$ cat config.mk
export PLATFORM = sky130hd
export DESIGN_NAME = pfw_queue
export DESIGN_NICKNAME = d
export VERILOG_FILES = /design/src/rtl/pfw_pkg.sv /design/src/rtl/pfw_queue.sv
export SDC_FILE = /design/constraint.sdc
export NUM_CORES = 1
export LEC_CHECK = 0
export BUFFER_PORTS_ARGS = -buffer_cell sky130_fd_sc_hd__buf_4
export CAP_MARGIN = 20
export CORE_MARGIN = 5
export CORE_UTILIZATION = 55
export CTS_BUF_LIST = sky130_fd_sc_hd__clkbuf_2 sky130_fd_sc_hd__clkbuf_4 sky130_fd_sc_hd__clkbuf_8
export DETAILED_ROUTE_END_ITERATION = 12
export PLACE_DENSITY = 0.85
export RECOVER_POWER = 100
export SETUP_SLACK_MARGIN = 0.5
export SYNTH_ARGS = -nofsm -noshare
export SYNTH_HDL_FRONTEND = slang
export SYNTH_SLANG_ARGS = --single-unit
$ cat constraint.sdc
create_clock -name aclk -period 2.5 [get_ports aclk]
set_input_delay 0.25 -clock aclk [delete_from_list [all_inputs] [get_ports aclk]]
set_output_delay 0.25 -clock aclk [all_outputs]
set_load 0.005 [all_outputs]
$ cat src/rtl/pfw_pkg.sv
package pfw_pkg;

    // default panel geometry in pixels
    localparam int DEFAULT_PANEL_WIDTH  = 192;
    localparam int DEFAULT_PANEL_HEIGHT = 64;

    // address width that covers the largest store (256 columns by 32 pages)
    localparam int MAX_ADDR_W = 13;

    // input operation codes
    typedef enum logic [1:0] {
        OP_DRAW  = 2'd0,
        OP_CLEAR = 2'd1,
        OP_READ  = 2'd2
    } op_t;

    // pixel actions
    typedef enum logic [1:0] {
        COL_CLEAR  = 2'd0,
        COL_SET    = 2'd1,
        COL_TOGGLE = 2'd2,
        COL_KEEP   = 2'd3
    } colour_t;

    // display rotation
    typedef enum logic [1:0] {
        ROT_0   = 2'd0,
        ROT_90  = 2'd1,
        ROT_180 = 2'd2,
        ROT_270 = 2'd3
    } rot_t;

    // work kinds passed from front to back
    typedef enum logic [1:0] {
        KIND_DRAW  = 2'd0,
        KIND_CLEAR = 2'd1,
        KIND_READ  = 2'd2
    } kind_t;

    // one queued command
    typedef struct packed {
        kind_t                  kind;
        logic [MAX_ADDR_W-1:0]  addr;
        logic [2:0]             bit_sel;
        colour_t                action;
        logic                   zero;
    } cmd_t;

endpackage

$ cat src/rtl/pfw_queue.sv
module pfw_queue
    import pfw_pkg::*;
(
    input  logic aclk,
    input  logic aresetn,
    input  logic push,
    input  cmd_t push_cmd,
    input  logic pop,
    output cmd_t head_cmd,
    output logic empty,
    output logic full
);

    cmd_t       entry_reg [2];
    logic       wr_ptr_reg;
    logic       wr_ptr_next;
    logic       rd_ptr_reg;
    logic       rd_ptr_next;
    logic [1:0] count_reg;
    logic [1:0] count_next;

    assign empty    = (count_reg == 2'd0);
    assign full     = (count_reg == 2'd2);
    assign head_cmd = entry_reg[rd_ptr_reg];

    // pointer and fill count update
    always_comb begin
        wr_ptr_next = wr_ptr_reg ^ push;
        rd_ptr_next = rd_ptr_reg ^ pop;
        count_next  = count_reg;
        if (push && !pop) begin
            count_next = count_reg + 2'd1;
        end else if (pop && !push) begin
            count_next = count_reg - 2'd1;
        end
    end

    always_ff @(posedge aclk) begin
        if (!aresetn) begin
            wr_ptr_reg <= 1'b0;
            rd_ptr_reg <= 1'b0;
            count_reg  <= 2'd0;
        end else begin
            wr_ptr_reg <= wr_ptr_next;
            rd_ptr_reg <= rd_ptr_next;
            count_reg  <= count_next;
        end
    end

    // entry storage
    always_ff @(posedge aclk) begin
        if (push) begin
            entry_reg[wr_ptr_reg] <= push_cmd;
        end
    end

endmodule

# Yosys cells after proc, flatten, opt, wreduce, memory -nomap -nowiden
# Memory sizes are Yosys's and may differ from the RTL's. A register that Yosys moved wholly into a read port is not among the register bits.
# Index checks and enable logic that the tools add are counted.
# Widths: inputs -> output; s select.
[word_totals]
input_bits = 25
mem_count = 1
ramBits = 42
wordCells = 20
output_inout_bits = 23
register_bits = 4
[op_classes]
bitwise_logic = 2
muxes = 5
eq_ne = 1
n_reduce_logical = 6
add_sub_neg = 2
[mem_list]
columns = ["memory", "depth", "word_bits", "rd", "rd_clocked_by_memory_dff", "write_ports", "line", "source"]
rows = [
  ["entry_reg", 2, 21, 1, 1, 1, "pfw_queue.sv:14", "cmd_t entry_reg [2];"],
]
[op_table]
columns = ["cell", "count"]
rows = [
  ["$mux 2", 2],
  ["$mux 1", 3],
  ["$add 2x1->2 const B", 1],
  ["$eq 2x2->1 const B", 1],
  ["$logic_and 1x1->1", 2],
  ["$logic_not 1->1", 2],
  ["$logic_not 2->1", 1],
  ["$reduce_bool 2->1", 1],
  ["$sub 2x1->2 const B", 1],
  ["$xor 1x1->1", 2],
]

# Depth between registers and ports, before layout
[depth]
depth_word = 4
ltp_mapped = 5
depth_no_buf = 5

# Worst setup path after synthesis
# Ideal clock, no wire load.
[synth_path]
kind = "reg2reg"
startpoint = "reg wr_ptr_reg"
endpoint = "mem entry_reg[0][0] (netlist name), enable pin"
arrival_time_ns = 0.918
path_buffers = 0
setup_slack_ns = 1.203
period_less_slack_ns = 1.297
required_ns = 2.121
stages_incl_launch_ff = 3
setup_time_ns = 0.379
path_cell_list = "dfxtp_1 -> inv_1 -> ha_1"
[synth_rtl]
columns = ["element", "line", "source"]
rows = [
  ["start: declaration", "pfw_queue.sv:15", "logic wr_ptr_reg;"],
  ["start signal: assignment", "pfw_queue.sv:44", "wr_ptr_reg <= wr_ptr_next;"],
  ["end: declaration", "pfw_queue.sv:14", ""],
]
# No word-level cell before the write port.

==> results.md <==
Floorplanning:
- The floorplan die area is 4380 sq um.
- The total I/O pin count is 48.
- The die width is 66.2 um.
- The starting density of the core is 57.3%.
- In this run the core area contains 20 standard-cell rows.
- The floorplan step defined a core boundary enclosing 3030 sq um.
- From bottom edge to top edge, the die measures 66.2 um.

Setup path:
- Traced cell by cell, the critical path runs through clkbuf_2 -> mux2_2 -> clkbuf_4.
- The data required time at the worst endpoint is 2.25 ns.
- The worst setup path is captured at an output pin.
- The critical path runs through a total of 3 cells.
- Along the worst path, the maximum fanout reaches 12.
- Data on the critical path arrives at its endpoint at 1.82 ns.
- The gate family responsible for the most delay along the worst path is flip-flops.
- The origin of the critical flop-to-flop path is wr_ptr_reg.
- The longest individual stage delay on the worst path is 0.58 ns.
- The number of cells on the worst reg-to-reg path is 3.
- The slowest stage cell on the critical path is sky130_fd_sc_hd__dfxtp_1.
- The critical path buffer and inverter count is 2.
- The kind of start point of the critical path is a flip-flop.
- The worst setup path is of the flip-flop to output pin kind.

Place:
- The cell count after placement is 179.
- The number of input and output port buffers inserted is 47.
- Once detailed placement completed, the half-perimeter wirelength came to 2240 um.
- The last weighted congestion value of the routability-driven placer is 0.694.

Cells and area:
- The share of final-layout standard cells stronger than drive strength 1 is 49.0%.
- After the flow finishes, the layout carries non-filler instances totaling 187.
- The final antenna diode count is 0.
- The net total in the final layout is 170.
- The area added between synthesis and finish is 25.6%.
- The number of flip-flops under the largest register name is 42.

Synth:
- Synthesis handed over a netlist of 87 instances.
- Yosys mapped the design onto 15 distinct sky130hd cell types.
- The area of the mapped netlist is 1740 sq um.
- After synthesis, the cell types taking the most area are sky130_fd_sc_hd__edfxtp_1, sky130_fd_sc_hd__mux2_2, sky130_fd_sc_hd__dfxtp_1.
- For this run, the number of Yosys warnings is 0.
- The biggest area contributor in the post-synthesis netlist is sky130_fd_sc_hd__edfxtp_1.
- The most frequent cell after synthesis is sky130_fd_sc_hd__edfxtp_1.
- Counting every net in the synthesized netlist gives 115.
- The mean area per synthesized cell is 19.9 sq um.
- After synthesis, the share of flip-flops with an asynchronous set or reset is 0%.
- In this run, synthesis produced a sequential element count of 47.
- The post-synthesis sequential area ratio is 78.4%.
- The most instantiated flip-flop cell in the synthesis netlist is sky130_fd_sc_hd__edfxtp_1.
- In this run, synthesis inferred 42 flip-flops with an integrated enable.
- Sorting the synthesized cells by how often they occur yields sky130_fd_sc_hd__edfxtp_1, sky130_fd_sc_hd__mux2_2, sky130_fd_sc_hd__dfxtp_1, sky130_fd_sc_hd__and2_1, sky130_fd_sc_hd__ha_1.
- The area share of the leading cell type in the synthesized netlist is 72.7%.

Drt:
- The total wire length after detailed routing is 3000 um.
- The length of the first detailed-routing pass in iterations is 5.
- Across all layers, the routed design uses 898 vias.
- In the routed design, unresolved DRC markers number 0.
- The number of design-rule violations left by the first detailed-router iteration is 48.
- Dividing the detail-routed wire length by the instance count gives 16.0 um.
- The post-detailed-route count of antenna-violating nets is 0.
- Using the TritonRoute via totals, the vias-per-cell ratio works out to 4.80.

Power and ir drop:
- The internal portion of the total power is 1.17 mW.
- The power per cell area is 683 nW/um^2.
- The clock network fraction of total power is 23.9%.
- The switching share of power is 21.2%.
- The total leakage power is 0.816 nW.
- Per report_power, the sequential group accounts for 62.8% of the total.
- Summed over all nets, the switching power comes to 315 uW.
- The worst voltage drop across the vdd grid is 362 uV.
- The combinational fraction of design power is 13.4%.

Clock tree:
- For the worst-skew pair, the clock arrives at the later sink with an insertion delay of 0.35 ns.
- The post-CTS clock slew at the launch and capture registers of the worst setup and hold paths is 0.13 ns.
- The cell chosen for the clock root is sky130_fd_sc_hd__clkbuf_4.
- The hold-fix buffer count after cts is 0.
- Buffers inserted during clock tree synthesis total 5.
- Counting every sink on the clock net gives 47.
- The clock tree from TritonCTS is done.
- The clock tree buffer depth is 2.
- The H-tree was split into 2 levels.

Timing:
- The pin slew with the least headroom to its limit is 1.20 ns.
- The count of pins over their slew limit is 0.
- The count of endpoints failing hold in the final timing report was 0.
- The upper clock frequency limit is 0.483 GHz.
- The total of endpoints with negative setup slack in the final report is 0.
- The routed design could run at a clock period as short as 2.07 ns.
- Setup repair after global routing left no endpoint under its margin.
- For the final routed database, the setup TNS stands at 0 ns.
- The smallest hold slack is 0.0923 ns.
- Measured against its own limit, the worst slew margin works out to 19.8%.
- The final period utilization is 82.8%.
- Clock skew on the completed layout was measured at 0.0148 ns.

Global routing:
- The number of global-route vias before repair was 1011.
- The remaining global-route overflow is 0.
- Global routing consumed, over all layers together, 15.8% of the routing resources.
- The initial antenna violation count is 0.
- The first global-routing pass estimated 4830 um of wire.
- The pin count of the biggest net entering global routing is 22.

Min path:
- Counting instances, the worst hold path has a depth of 1.
- The min-delay analysis places its worst path in the category primary input to flip-flop.
- The startpoint identified for the worst hold timing path is push_cmd[20].

Job:
- The reported max-cap violation count is 0.

Status:
- The run finished with clean final reports.
stage by stage:
stage                     utilization [%]  power, mW  setup WS (ns)  area [sq um]
final                                72.0       1.49          0.430          2180
after global routing                 72.0       1.56          0.309          2180
after CTS                            73.2       1.52          0.517          2220
after detailed placement             71.2       1.17          0.902          2160
after global placement               71.2       1.16          0.927          2160
after floorplan                         -       1.04           1.20          1740
final cells by class:
cell class              count  area, sq um
repair buffers             50          339
clock buffers               8         60.1
fillers                   191          848
inverters                   2         7.51
well taps                  44         55.1
multi-input cells          36          357
flip-flops and latches     47         1360
logic make-up after synthesis:
family | Yosys count | synth area share [%]
buf+inv | 4 | 1.01
mux | 21 | 13.6
simple gates | 7 | 2.52
compound gates | 2 | 0.721
flops | 47 | 78.4
fa+ha+maj | 3 | 2.16
xor+xnor | 3 | 1.51
path summary, 6_finish.rpt:
path | endpoint | slack [ns]
max | head_cmd[5] | 0.43
min | entry_reg[0][20] | 0.09
max reg2reg | entry_reg[0][5] | 0.72
min reg2reg | count_reg[1] | 0.54
power by group through the flow:
stage / Sequential, mW / Clock (mW) / Combinational, mW
after detailed placement: 0.952 / 0 / 0.220
final: 0.934 / 0.355 / 0.199
after CTS: 0.934 / 0.363 / 0.221
after floorplan: 0.941 / 0 / 0.102
after global placement: 0.947 / 0 / 0.210
after global routing: 0.941 / 0.401 / 0.219
layout by cell type, fill, tap and decap left out:
cell,synthesis,layout
sky130_fd_sc_hd__buf_4,0,6
sky130_fd_sc_hd__nor2_1,1,1
sky130_fd_sc_hd__xor2_1,2,2
sky130_fd_sc_hd__xnor2_1,1,1
sky130_fd_sc_hd__edfxtp_1,42,42
sky130_fd_sc_hd__clkbuf_4,0,42
sky130_fd_sc_hd__and2_0,0,3
sky130_fd_sc_hd__a21boi_0,0,1
sky130_fd_sc_hd__mux2_1,0,1
sky130_fd_sc_hd__mux2_2,21,20
sky130_fd_sc_hd__o21ai_0,1,1
sky130_fd_sc_hd__dfxtp_1,5,5
sky130_fd_sc_hd__or3_1,1,1
sky130_fd_sc_hd__clkbuf_1,0,9
sky130_fd_sc_hd__and2b_2,1,1
sky130_fd_sc_hd__clkbuf_2,0,1
sky130_fd_sc_hd__ha_1,3,3
sky130_fd_sc_hd__inv_1,2,2
sky130_fd_sc_hd__nor2b_1,1,1
routing by layer:
| layer | part of all wire (%) | track usage (%) | vias up |
|---|---|---|---|
| met3 | 5.0 | 4.76 | 8 |
| met5 | 0 | 0 | - |
| met4 | 2.1 | 7.61 | 0 |
| met2 | 57 | 28.1 | 26 |
| li1 | - | - | 438 |
| met1 | 36 | 16.8 | 426 |
timing repair:
item | 4_1_cts | 5_1_grt
buffers inserted | 0 | 0
resized for setup | 0 | 1
endpoints found under the setup margin | 0 | 12
No activity file was read; power rests on OpenSTA's default activity.
