<file path="src/rtl/pfw_pkg.sv">
package pfw_pkg;

    // default panel geometry in pixels
    localparam int DEFAULT_PANEL_WIDTH  = 192;
    localparam int DEFAULT_PANEL_HEIGHT = 64;

    // address width that covers the largest store (256 columns by 32 pages)
    localparam int MAX_ADDR_W = 13;

    // input operation codes
    typedef enum logic [1:0] {
        OP_DRAW  = 2'd0,
        OP_CLEAR = 2'd1,
        OP_READ  = 2'd2
    } op_t;

    // pixel actions
    typedef enum logic [1:0] {
        COL_CLEAR  = 2'd0,
        COL_SET    = 2'd1,
        COL_TOGGLE = 2'd2,
        COL_KEEP   = 2'd3
    } colour_t;

    // display rotation
    typedef enum logic [1:0] {
        ROT_0   = 2'd0,
        ROT_90  = 2'd1,
        ROT_180 = 2'd2,
        ROT_270 = 2'd3
    } rot_t;

    // work kinds passed from front to back
    typedef enum logic [1:0] {
        KIND_DRAW  = 2'd0,
        KIND_CLEAR = 2'd1,
        KIND_READ  = 2'd2
    } kind_t;

    // one queued command
    typedef struct packed {
        kind_t                  kind;
        logic [MAX_ADDR_W-1:0]  addr;
        logic [2:0]             bit_sel;
        colour_t                action;
        logic                   zero;
    } cmd_t;

endpackage

</file>
<file path="src/rtl/pfw_front.sv">
module pfw_front
    import pfw_pkg::*;
#(
    parameter int PANEL_WIDTH  = DEFAULT_PANEL_WIDTH,
    parameter int PANEL_HEIGHT = DEFAULT_PANEL_HEIGHT
) (
    input  logic               aclk,
    input  logic               aresetn,
    input  logic               cfg_valid,
    output logic               cfg_ready,
    input  logic [1:0]         cfg_rotation,
    input  logic               s_valid,
    output logic               s_ready,
    input  logic [1:0]         s_op,
    input  logic signed [15:0] s_x_coord,
    input  logic signed [15:0] s_y_coord,
    input  logic [1:0]         s_colour,
    input  logic [10:0]        s_byte_index,
    input  logic               init_done,
    input  logic               queue_full,
    output logic               push,
    output cmd_t               push_cmd
);

    localparam int PAGE_COUNT  = (PANEL_HEIGHT + 7) / 8;
    localparam int STORE_BYTES = PANEL_WIDTH * PAGE_COUNT;

    rot_t        rotation_reg;
    logic [15:0] xu;
    logic [15:0] yu;
    logic [15:0] lw;
    logic [15:0] lh;
    logic        in_range;
    logic [15:0] px;
    logic [15:0] py;
    logic [15:0] lin_addr;
    logic        read_ok;
    logic        keep;

    assign cfg_ready = 1'b1;
    assign s_ready   = init_done && !queue_full;
    assign xu        = $unsigned(s_x_coord);
    assign yu        = $unsigned(s_y_coord);

    // rotation register
    always_ff @(posedge aclk) begin
        if (!aresetn) begin
            rotation_reg <= ROT_0;
        end else if (cfg_valid) begin
            rotation_reg <= rot_t'(cfg_rotation);
        end
    end

    // logical bounds swap for quarter turns
    always_comb begin
        if (rotation_reg == ROT_90 || rotation_reg == ROT_270) begin
            lw = 16'(PANEL_HEIGHT);
            lh = 16'(PANEL_WIDTH);
        end else begin
            lw = 16'(PANEL_WIDTH);
            lh = 16'(PANEL_HEIGHT);
        end
    end

    assign in_range = !s_x_coord[15] && !s_y_coord[15] && (xu < lw) && (yu < lh);

    // map logical to physical column and row
    always_comb begin
        case (rotation_reg)
            ROT_90: begin
                px = 16'(PANEL_WIDTH - 1) - yu;
                py = xu;
            end
            ROT_180: begin
                px = 16'(PANEL_WIDTH - 1) - xu;
                py = 16'(PANEL_HEIGHT - 1) - yu;
            end
            ROT_270: begin
                px = yu;
                py = 16'(PANEL_HEIGHT - 1) - xu;
            end
            default: begin
                px = xu;
                py = yu;
            end
        endcase
    end

    // page times width plus column
    assign lin_addr = 16'(PANEL_WIDTH) * (py >> 3) + px;
    assign read_ok  = (32'(s_byte_index) < STORE_BYTES);

    // classify the item and build the queued command
    always_comb begin
        push_cmd.kind    = KIND_DRAW;
        push_cmd.addr    = MAX_ADDR_W'(lin_addr);
        push_cmd.bit_sel = py[2:0];
        push_cmd.action  = colour_t'(s_colour);
        push_cmd.zero    = 1'b0;
        keep             = 1'b0;
        case (op_t'(s_op))
            OP_DRAW: begin
                keep = in_range && (colour_t'(s_colour) != COL_KEEP);
            end
            OP_CLEAR: begin
                push_cmd.kind = KIND_CLEAR;
                keep          = 1'b1;
            end
            OP_READ: begin
                push_cmd.kind = KIND_READ;
                push_cmd.addr = MAX_ADDR_W'(s_byte_index);
                push_cmd.zero = !read_ok;
                keep          = 1'b1;
            end
            default: begin
                keep = 1'b0;
            end
        endcase
    end

    assign push = s_valid && s_ready && keep;

endmodule

</file>
<file path="config.mk">
export PLATFORM = sky130hd
export DESIGN_NAME = pfw_front
export DESIGN_NICKNAME = d
export VERILOG_FILES = /design/src/rtl/pfw_pkg.sv /design/src/rtl/pfw_front.sv
export SDC_FILE = /design/constraint.sdc
export NUM_CORES = 1
export LEC_CHECK = 0
export BUFFER_PORTS_ARGS = -buffer_cell sky130_fd_sc_hd__clkbuf_2
export CAP_MARGIN = 20
export CORE_MARGIN = 2
export CORE_UTILIZATION = 35
export DETAILED_ROUTE_END_ITERATION = 7
export GPL_TIMING_DRIVEN = 0
export SYNTH_ARGS = -nofsm -noshare
export SYNTH_HDL_FRONTEND = slang
export SYNTH_SLANG_ARGS = --single-unit
</file>
<file path="constraint.sdc">
create_clock -name aclk -period 8.6 [get_ports aclk]
set_clock_uncertainty 0.1 [all_clocks]
set_input_delay 0.86 -clock aclk [delete_from_list [all_inputs] [get_ports aclk]]
set_output_delay 0.86 -clock aclk [all_outputs]
set_load 0.01 [all_outputs]
</file>
; ---- After elaboration in Yosys (flattened, before gate mapping)
; Cells that the tools add are included.
[word_totals]
register_bits = 2
latch_bits = 0
mem_bits_rw = 0
romBits = 0
output_inout_bits = 24
n_memories = 0
[op_classes]
n_addsub = 5
mul = 1
div_mod_pow = 0
n_lt_le_gt_ge = 3
eq_ne = 6
shifts = 0
muxes = 8
n_bitwise = 0
reduce_logical = 14
[ops]
columns = cell, n
row1 = 16-bit case mux with 3 select lines, 1
row2 = 13-bit case mux with 3 select lines, 1
row3 = 16-bit by 8-bit less-than comparator with 1-bit output, 2
row4 = "6-bit by 16-bit subtractor with 16-bit output, first input constant", 2
row5 = "8-bit by 13-bit subtractor with 13-bit output, first input constant", 2
row6 = 8-bit 2-to-1 mux, 2
row7 = 13-bit adder, 1
row8 = "2-bit by 13-bit multiplier with 7-bit output, first input constant", 1
row9 = 13-bit 2-to-1 mux, 1
row10 = "11-bit less-than comparator, second input constant", 1
row11 = 1-bit logical AND, 7
row12 = "2-bit == test, second input constant", 3
row13 = "2-bit by 1-bit == test with 1-bit output, second input constant", 2
row14 = 1-bit zero test, 4
row15 = 2-bit case mux with 2 select lines, 1
row16 = 2-bit zero test, 1
row17 = "2-bit inequality test, second input constant", 1
row18 = 1-bit case mux with 2 select lines, 1
row19 = 2-bit OR reduction, 1
row20 = 1-bit logical OR, 1
row21 = 1-bit 2-to-1 mux, 1

; ---- Depth between registers and ports, before layout
; Gate-level depths: netlist of the first run.
[logic_depth]
ltp_word = 9
ltp_mapped = 15

; ---- Worst setup path after synthesis of the first run
; No wires, ideal clock.
[synth_timing]
kind = input to output
start = input s_y_coord[6]
end = output push_cmd[18] (netlist name)
arrival_ns = 3.457
required_time_ns = 7.640
setup_slack_ns = 4.183
cell_stages = 12
path_buffers = 1
path_cell_list = buf_2 inv_1 ha_1 mux4_1 ha_1 xnor2_1 ha_1 o21ai_0 o21bai_1 a21oi_1 xor2_1 mux2i_1
[synth_rtl]
columns = element, line
row1 = "start, declared", pfw_front.sv:16  ; input logic signed [15:0] s_y_coord,
row2 = "end, declared", pfw_front.sv:22  ; output cmd_t push_cmd

==> flow_metrics.env, run 1 <==
export IMPL_regArea_um2=40.0
export IMPL_fill_cells=482
export IMPL_final_core_util_pct=47.7
export IMPL_worstMarginPinSlew_ns=0.656
export IMPL_htreeDepth=1
export IMPL_placed_cell_area_mm2=0.00208
export IMPL_diodes=0
export IMPL_post_cts_resized=0
export IMPL_cp_slowest_cell="fa_1"
export IMPL_totalWireLength_mm=4.52
export IMPL_synth_adder_area_share_pct=16.9
export IMPL_required_ns=7.64
export IMPL_grt_pass1_vias=1724
export IMPL_start_util_pct=36.9
export IMPL_avgSynthCellArea_um2=7.03
export IMPL_ant_nets=0
export IMPL_hp_class="reg -> reg"
export IMPL_grt_usage_pct=17.3
export IMPL_largest_reg_flops=2
export IMPL_arrival_ns=4.22
export IMPL_max_cap_violations=0
export IMPL_clk_pin_slew_ns=0.03
export IMPL_synth_warnings=0
export IMPL_period_needed_ns=5.18
export IMPL_finalNonFillerCells=363
export IMPL_synthSimpleGateAreaFrac_pct=20.8
export IMPL_numCtsBuffers=3
export IMPL_finalHoldViolCount=0
export IMPL_final_cell_mix="75 x clkbuf_2, 26 x nand2_1, 25 x o21ai_0, 19 x ha_1, 18 x a21oi_1"
export IMPL_critPathKind="reg -> out"
export IMPL_synth_compound_area_share_pct=27.2
export IMPL_port_buffers=75
export IMPL_ys_ff_latch=2
export IMPL_die_y_um=72.4
export IMPL_synth_flop_cell="dfxtp_1"
export IMPL_crit_chain="buf_4 > clkbuf_1 > buf_2 > mux2i_1 > xnor2_1 > ha_1 > fa_1 > ha_1 > nor2b_1 > nor3_1 > o21bai_1 > a21oi_1 > xor2_1 > mux2i_1 > clkbuf_2"
export IMPL_relSlewSlack_pct=56.3
export IMPL_synthesis_nets=309
export IMPL_hpwl_mm=3.78
export IMPL_io_pins=79
export IMPL_clock_latency_ns=0.21
export IMPL_layout_commonest_cell="clkbuf_2"
export IMPL_wl_per_cell_um=12.5
export IMPL_seq_area_frac_synth_pct=2.44
export IMPL_nNetsFinal=389
export IMPL_cts_path_max_buffers=2
export IMPL_cpPeakStageDelay_ns=0.44
export IMPL_first_pass_iters=4
export IMPL_setup_viol=0
export IMPL_fin_crit_sh_pct=60.2
export IMPL_multi_input_area_mm2=0.00145
export IMPL_pre_cts_slack_ns=3.62
export IMPL_grt_pass1_wl_mm=7.43
export IMPL_max_vdd_ir_drop_mv=0.0501
export IMPL_vias=1875
export IMPL_setup_ws_ns=3.42
export IMPL_end_kind="output pin"
export IMPL_status="finished, final reports clean"
export IMPL_place_inst=360
export IMPL_async_reset_ff_share_pct=0
export IMPL_post_cts_buffers=0
export IMPL_start_kind="flip-flop"
export IMPL_max_freq_mhz=193
export IMPL_num_rows=24
export IMPL_ys_types=50
export IMPL_setup_tns_final_ns=0
export IMPL_drc=0
export IMPL_post_route_cell_area_mm2=0.00212
export IMPL_slew_violations=0
export IMPL_gp_congestion=0.797
export IMPL_cts_root_buf="clkbuf_8"
export IMPL_synthCells=233
export IMPL_p_leak_uw=0.00101
export IMPL_via_per_inst=5.17
export IMPL_rsz0062_at_grt="no"
export IMPL_hold_buffers=0
export IMPL_power_density_mw_per_mm2=125
export IMPL_grt_overflow=0
export IMPL_synthMuxAreaShare_pct=11.8
export IMPL_syn_area_mm2=0.00164
export IMPL_clkSinkCount=2
export IMPL_core_mm2=0.00444
export IMPL_dieArea_mm2=0.00525
export IMPL_drt_initial_drc_count=51
export IMPL_antenna_found_initial=0
export IMPL_fp_dieW_um=72.4
export IMPL_cts_tree="done"
export IMPL_synthToLayoutAreaGrowth_pct=29.4
export IMPL_synth_top_family_by_area="compound AO/OA/AOI/OAI gates"
export IMPL_crit_path_max_fanout=10
export IMPL_synth_xor_area_share_pct=11.5
export IMPL_grt_max_degree=11
export IMPL_synth_edf_count=0
export IMPL_final_layout_size_suffix_gt1_share_pct=31.2
layout make-up:
class | count | share of cell area [%]
multi-input cells | 200 | 68.4
well taps | 52 | 3.07
repair buffers | 75 | 17.7
plain buffers | 19 | 4.84
inverters | 12 | 2.12
clock buffers | 3 | 1.95
flip-flops and latches | 2 | 1.89
layer usage:
| metal | vias to the layer above | global-route usage, % | wire length, µm |
|---|---|---|---|
| met4 | 0 | 2.26 | 12 |
| li1 | 989 | - | - |
| met3 | 2 | 2.08 | 217 |
| met2 | 62 | 30.6 | 2190 |
| met1 | 822 | 23.1 | 2100 |
| met5 | - | 0 | 0 |
logic make-up (layout without fill, tap and decap cells):
kind of cell               after synthesis  in the layout
buffers and inverters                   31            109
xor gates and xnor gates                20             20
and+or+nand+nor                         70             70
adders and majority gates               21             21
DFF                                      2              2
muxes                                   17             17
AOI/OAI and AO/OA                       71             71
other                                    1              1
power by group:
part           leakage (µW)  switching, µW  internal (µW)  total, µW
sequential        0.0000165          0.165           9.91       10.1
combinational      0.000972            117            100        217
clock             0.0000216           8.05           29.7       37.7
total               0.00101            125            140        265
per-stage QoR:
stage | power [µW] | hold slack [ns]
finish | 265 | 0.622
global route | 298 | 0.704
CTS | 268 | 0.628
detailed placement | 229 | 0.625
global placement | 228 | 0.620
floorplan | 161 | 0.563
final timing paths:
| check | end | slack (ns) | start | cells after the start |
|---|---|---|---|---|
| hold reg to reg | rotation_reg[1]$_SDFFE_PN0P_ | 0.62 | rotation_reg[1]$_SDFFE_PN0P_ | 3 |
| setup / recovery | push_cmd[18] | 3.42 | rotation_reg[0]$_SDFFE_PN0P_ | 15 |
| setup reg to reg | rotation_reg[0]$_SDFFE_PN0P_ | 6.64 | rotation_reg[0]$_SDFFE_PN0P_ | 6 |
| hold / removal | rotation_reg[1]$_SDFFE_PN0P_ | 0.62 | rotation_reg[1]$_SDFFE_PN0P_ | 3 |
worst max-delay path, delay by kind of cell (launching register included):
kind            cells  cell delay (ns)
compound gates      2             0.29
xor+xnor            2             0.51
fa+ha+maj           3             1.07
buf+inv             4             1.03
flops               1             0.30
mux                 2             0.47
simple gates        2             0.33
cell usage after synthesis (all sizes together), types with 3 or more instances:
| cell | count | area share, % |
|---|---|---|
| nor2 | 14 | 3.2 |
| nand2 | 26 | 6.0 |
| and2 | 3 | 1.1 |
| inv | 12 | 2.7 |
| buf | 12 | 4.7 |
| clkbuf | 7 | 1.6 |
| a21oi | 18 | 5.5 |
| nor2b | 5 | 1.9 |
| xnor2 | 15 | 8.0 |
| o21bai | 4 | 1.8 |
| mux2i | 13 | 8.2 |
| nor3 | 5 | 1.5 |
| o31ai | 3 | 2.2 |
| mux2 | 3 | 2.1 |
| o21ai | 28 | 8.5 |
| or3 | 3 | 1.1 |
| ha | 19 | 15 |
| nor4 | 3 | 1.1 |
| a21o | 3 | 1.4 |
| nand2b | 3 | 1.1 |
| xor2 | 4 | 2.1 |
Power figures use the tool's default switching activity.
==> inputs of run 2 (changes only) <==
- clock period: 8.6 -> 4.9 ns (I/O delays scaled with it)
==> flow_metrics.env, run 2 (synthesis results as in run 1) <==
export IMPL_arrival_ns=3.88
export IMPL_p_comb_share_pct=82.0
export IMPL_final_layout_size_suffix_gt1_share_pct=31.6
export IMPL_hpwl_mm=3.78
export IMPL_internal_power_uw=247
export IMPL_start_util_pct=36.9
export IMPL_power_frac_seq_pct=3.8
export IMPL_vias=1872
export IMPL_dieArea_mm2=0.00525
export IMPL_via_per_inst=5.17
export IMPL_power_share_switching_pct=47.1
export IMPL_grt_max_degree=11
export IMPL_slew_violations=0
export IMPL_fill_cells=483
export IMPL_grt_pass1_wl_mm=7.43
export IMPL_drc=0
export IMPL_p_leak_uw=0.00101
export IMPL_max_cap_violations=0
export IMPL_worstMarginPinSlew_ns=0.722
export IMPL_gp_congestion=0.797
export IMPL_nNetsFinal=388
export IMPL_hp_class="in -> reg"
export IMPL_post_cts_buffers=0
export IMPL_cts_root_buf="clkbuf_8"
export IMPL_synthToLayoutAreaGrowth_pct=29.8
export IMPL_diodes=0
export IMPL_setup_viol=0
export IMPL_htreeDepth=1
export IMPL_largest_reg_flops=2
export IMPL_antenna_found_initial=0
export IMPL_clkSinkCount=2
export IMPL_power_uw=466
export IMPL_p_switching_uw=220
export IMPL_grt_overflow=0
export IMPL_hold_ws_ns=0.407
export IMPL_period_needed_ns=4.47
export IMPL_core_mm2=0.00444
export IMPL_finalHoldViolCount=0
export IMPL_io_pins=79
export IMPL_cts_tree="done"
export IMPL_ant_nets=0
export IMPL_max_freq_mhz=224
export IMPL_power_density_mw_per_mm2=219
export IMPL_totalWireLength_mm=4.52
export IMPL_fin_crit_sh_pct=91.3
export IMPL_numCtsBuffers=3
export IMPL_grt_usage_pct=17.3
export IMPL_first_pass_iters=4
export IMPL_crit_path_max_fanout=10
export IMPL_required_ns=4.31
export IMPL_status="finished, final reports clean"
export IMPL_end_kind="output pin"
export IMPL_critPathKind="reg -> out"
export IMPL_setup_tns_final_ns=0
export IMPL_final_cell_mix="75 x clkbuf_2, 26 x nand2_1, 25 x o21ai_0, 19 x ha_1, 18 x a21oi_1"
export IMPL_hold_buffers=0
export IMPL_cts_path_max_buffers=2
export IMPL_clk_pin_slew_ns=0.03
export IMPL_fp_dieW_um=72.4
export IMPL_start_kind="flip-flop"
export IMPL_rsz0062_at_grt="no"
export IMPL_grt_pass1_vias=1724
export IMPL_num_rows=24
export IMPL_clockPowerShare_pct=14.2
export IMPL_port_buffers=75
export IMPL_wl_per_cell_um=12.5
export IMPL_die_y_um=72.4
export IMPL_drt_initial_drc_count=47
export IMPL_relSlewSlack_pct=51.9
export IMPL_clock_latency_ns=0.21
export IMPL_max_vdd_ir_drop_mv=0.0879
export IMPL_layout_commonest_cell="clkbuf_2"
run 2: cell types whose count changed in the layout (fill, tap and decap cells not counted), sizes merged:
cell,before,now
buf,12,11
run 2: routing by layer:
metal	vias to the layer above	routed length (µm)	track usage [%]
li1	987	-	-
met1	818	2090	23.1
met4	0	17	2.26
met5	-	0	0
met2	65	2170	30.6
met3	2	244	2.08
run 2: per-stage QoR:
stage                     worst slack (ns)  instance area [µm²]  util (%)  std cells
after floorplan                      0.903                 1640         -        233
after global placement               0.279                 2080      46.8        360
after detailed placement             0.286                 2080      46.8        360
after CTS                           0.0375                 2120      47.7        363
after global routing                0.0487                 2130      47.9        362
final                                0.427                 2130      47.9        362
run 2: critical path, cell delays in order, from the launching register on:
cell and delay [ns]:
dfxtp_1 0.30, buf_2 0.22, clkbuf_1 0.58, xnor2_2 0.22, ha_1 0.29, fa_1 0.46
ha_1 0.35, nor2b_1 0.15, nor3_1 0.18, o21bai_1 0.10, a21oi_1 0.19, xor2_1 0.26
mux2i_1 0.21, clkbuf_2 0.15
run 2: worst paths after layout:
kind,from,endpoint,slack (ns),depth (start not counted)
setup / recovery,rotation_reg[1]$_SDFFE_PN0P_,push_cmd[18],0.43,13
hold reg to reg,rotation_reg[1]$_SDFFE_PN0P_,rotation_reg[1]$_SDFFE_PN0P_,0.62,3
hold / removal,aresetn,rotation_reg[0]$_SDFFE_PN0P_,0.41,2
setup reg to reg,rotation_reg[0]$_SDFFE_PN0P_,rotation_reg[0]$_SDFFE_PN0P_,3.25,5
run 2: what timing repair did:
item | 4_1_cts | 5_1_grt
endpoints found under the setup margin | 0 | 1
hold endpoints to repair | 0 | 0
gates resized for setup | 0 | 2
run 2: cell type report:
type                       count  area (µm²)  area share (%)
multi-input combinational    200        1460            68.6
timing repair buffer          75         375            17.6
buffer                        18         101            4.76
tap                           52        65.1            3.06
inverter                      12        45.0            2.12
clock buffer                   3        41.3            1.94
sequential                     2        40.0            1.88
run 2: power groups by stage:
stage	Combinational (µW)	Clock, µW	Sequential [µW]
after floorplan	265	0	17.8
after global routing	435	70.2	17.9
final	383	66.2	17.7
after CTS	386	67.2	17.7
after detailed placement	385	0	17.9
after global placement	382	0	17.9
==> inputs of run 3 (changes only) <==
- ABC_AREA: default -> 1
- CORE_MARGIN: 2 -> 8
==> flow_metrics.env, run 3 <==
export IMPL_startpoint="rotation_reg[0]$_SDFFE_PN0P_"
export IMPL_port_buffers=77
export IMPL_cts_tree="done"
export IMPL_first_pass_iters=4
export IMPL_start_util_pct=35.3
export IMPL_fp_dieW_um=87.1
export IMPL_internal_power_uw=250
export IMPL_max_vdd_ir_drop_mv=0.155
export IMPL_p_leak_uw=0.00135
export IMPL_antenna_found_initial=0
export IMPL_vias=2213
export IMPL_arrival_ns=3.57
export IMPL_rsz0062_at_grt="no"
export IMPL_placed_cell_area_mm2=0.00224
export IMPL_setup_viol=0
export IMPL_synthToLayoutAreaGrowth_pct=29.0
export IMPL_rrSetupSlack_ns=3.62
export IMPL_diodes=0
export IMPL_clock_latency_ns=0.21
export IMPL_drt_initial_drc_count=83
export IMPL_seq_area_frac_synth_pct=2.26
export IMPL_syn_area_mm2=0.00177
export IMPL_grt_max_degree=11
export IMPL_crit_path_end="push_cmd[17]"
export IMPL_crit_path_max_fanout=10
export IMPL_clockPowerShare_pct=12.8
export IMPL_hp_class="in -> reg"
export IMPL_critPathKind="reg -> out"
export IMPL_fin_crit_sh_pct=84.9
export IMPL_status="finished, final reports clean"
export IMPL_post_cts_resized=0
export IMPL_htreeDepth=1
export IMPL_synth_warnings=0
export IMPL_gp_congestion=0.917
export IMPL_ant_nets=0
export IMPL_wl_per_cell_um=11.7
export IMPL_die_y_um=87.1
export IMPL_yosys_area_top_type_share_pct=22.5
export IMPL_hold_buffers=0
export IMPL_worstReg2RegEnd="rotation_reg[0]$_SDFFE_PN0P_"
export IMPL_power_share_switching_pct=52.0
export IMPL_p_switching_uw=272
export IMPL_final_cell_mix="106 x nand2_1, 77 x clkbuf_2, 43 x inv_1, 24 x o21ai_0, 21 x nand3_1"
export IMPL_grt_usage_pct=15.1
export IMPL_setup_ws_ns=0.737
export IMPL_power_uw=522
export IMPL_end_kind="output pin"
export IMPL_post_route_cell_area_mm2=0.00228
export IMPL_numCtsBuffers=3
export IMPL_synth_edf_count=0
export IMPL_nNetsFinal=477
export IMPL_start_kind="flip-flop"
export IMPL_yosysTopAreaCell="nand2_1"
export IMPL_num_rows=26
export IMPL_async_reset_ff_share_pct=0
export IMPL_grt_pass1_vias=2222
export IMPL_grt_pass1_wl_mm=9.56
export IMPL_io_pins=79
export IMPL_period_needed_ns=4.16
export IMPL_synth_top_cells_by_count="106 x nand2_1, 43 x inv_1, 24 x o21ai_0"
export IMPL_hpwl_mm=4.72
export IMPL_via_per_inst=4.72
export IMPL_reg2reg_depth=4
export IMPL_ys_ff_latch=2
export IMPL_final_layout_size_suffix_gt1_share_pct=25.8
export IMPL_synthesis_nets=395
export IMPL_post_cts_buffers=0
export IMPL_grt_overflow=0
export IMPL_max_freq_mhz=240
export IMPL_cts_root_buf="clkbuf_8"
export IMPL_synth_flop_cell="dfxtp_1"
export IMPL_power_density_mw_per_mm2=229
export IMPL_avgSynthCellArea_um2=5.55
export IMPL_largest_reg_flops=2
export IMPL_core_mm2=0.00501
export IMPL_reg2reg_from="rotation_reg[0]$_SDFFE_PN0P_"
export IMPL_dieArea_mm2=0.00759
export IMPL_ys_types=33
export IMPL_cts_path_max_buffers=2
export IMPL_pre_cts_slack_ns=0.917
export IMPL_synthCells=319
export IMPL_max_cap_violations=0
export IMPL_yosys_cell_count_top_type="nand2_1"
export IMPL_slew_violations=0
export IMPL_power_frac_seq_pct=3.5
export IMPL_finalHoldViolCount=0
export IMPL_synthTopCellsByArea="nand2_1 22%, ha_1 13%, inv_1 9.1%, xor2_1 7.9%, o21ai_0 6.8%"
export IMPL_p_comb_share_pct=83.7
export IMPL_clkSinkCount=2
export IMPL_totalWireLength_mm=5.50
export IMPL_clk_pin_slew_ns=0.03
export IMPL_drc=0
export IMPL_setup_tns_final_ns=0
export IMPL_required_ns=4.31
export IMPL_layout_commonest_cell="nand2_1"
## run 3: kinds of logic after synthesis
group,synth area share (%)
other,0.212
XOR/XNOR,8.41
buffers and inverters,15.4
AO/OA/AOI/OAI,17.2
flip-flops,2.26
adder cells (fa/ha/maj),15.7
AND/OR/NAND/NOR,40.8
## run 3: cell type report
| type | count | area [µm²] |
|---|---|---|
| sequential | 2 | 40.0 |
| buffer | 14 | 91.3 |
| fill | 578 | 2730 |
| tap | 70 | 87.6 |
| timing repair buffer | 77 | 385 |
| multi-input combinational | 258 | 1460 |
| inverter | 45 | 181 |
| clock buffer | 3 | 41.3 |
## run 3: power by group through the flow
stage                     clock network (µW)  logic, µW  registers, µW
after floorplan                            0        312           18.2
after global placement                     0        439           18.2
after detailed placement                   0        442           18.2
after CTS                               70.0        444           18.0
after global routing                    70.9        508           18.1
final                                   67.0        437           18.0
## run 3: worst min-delay path by stage
| stage | startpoint | slack [ns] | end | cells after the start |
|---|---|---|---|---|
| floorplan | rotation_reg[1]$_SDFFE_PN0P_ | 0.51 | rotation_reg[1]$_SDFFE_PN0P_ | 3 |
| global placement | rotation_reg[1]$_SDFFE_PN0P_ | 0.55 | rotation_reg[1]$_SDFFE_PN0P_ | 3 |
| detailed placement | rotation_reg[1]$_SDFFE_PN0P_ | 0.56 | rotation_reg[1]$_SDFFE_PN0P_ | 3 |
| CTS | aresetn | 0.40 | rotation_reg[1]$_SDFFE_PN0P_ | 3 |
| global route | aresetn | 0.44 | rotation_reg[1]$_SDFFE_PN0P_ | 3 |
| finish | aresetn | 0.41 | rotation_reg[1]$_SDFFE_PN0P_ | 3 |
## run 3: through the flow
stage,hold slack [ns],utilization (%),instances
after floorplan,0.514,-,319
after global placement,0.547,44.8,466
after detailed placement,0.560,44.8,466
after CTS,0.401,45.6,469
after global routing,0.436,45.6,469
final,0.412,45.6,469
## run 3: critical path, stage by stage (launching register included)
cell and delay (ns):
dfxtp_1 0.29, buf_6 0.15, inv_12 0.09, clkbuf_1 0.39
nand2_1 0.09, nand2_1 0.09, xor2_1 0.30, ha_1 0.26
fa_1 0.43, ha_1 0.33, inv_1 0.08, nor2_1 0.05
o21ai_0 0.19, nand2_1 0.08, a21oi_1 0.16, xor2_1 0.16
nor2_1 0.06, clkbuf_2 0.15
## run 3: metal layers
| metal | up-vias | wire length [µm] | track usage, % | share of wire [%] |
|---|---|---|---|---|
| met2 | 63 | 2570 | 27.7 | 47 |
| li1 | 1181 | - | - | - |
| met5 | - | 0 | 0 | 0 |
| met3 | 3 | 293 | 2.83 | 5.3 |
| met4 | 0 | 36 | 2.97 | 0.65 |
| met1 | 966 | 2600 | 17.7 | 47 |
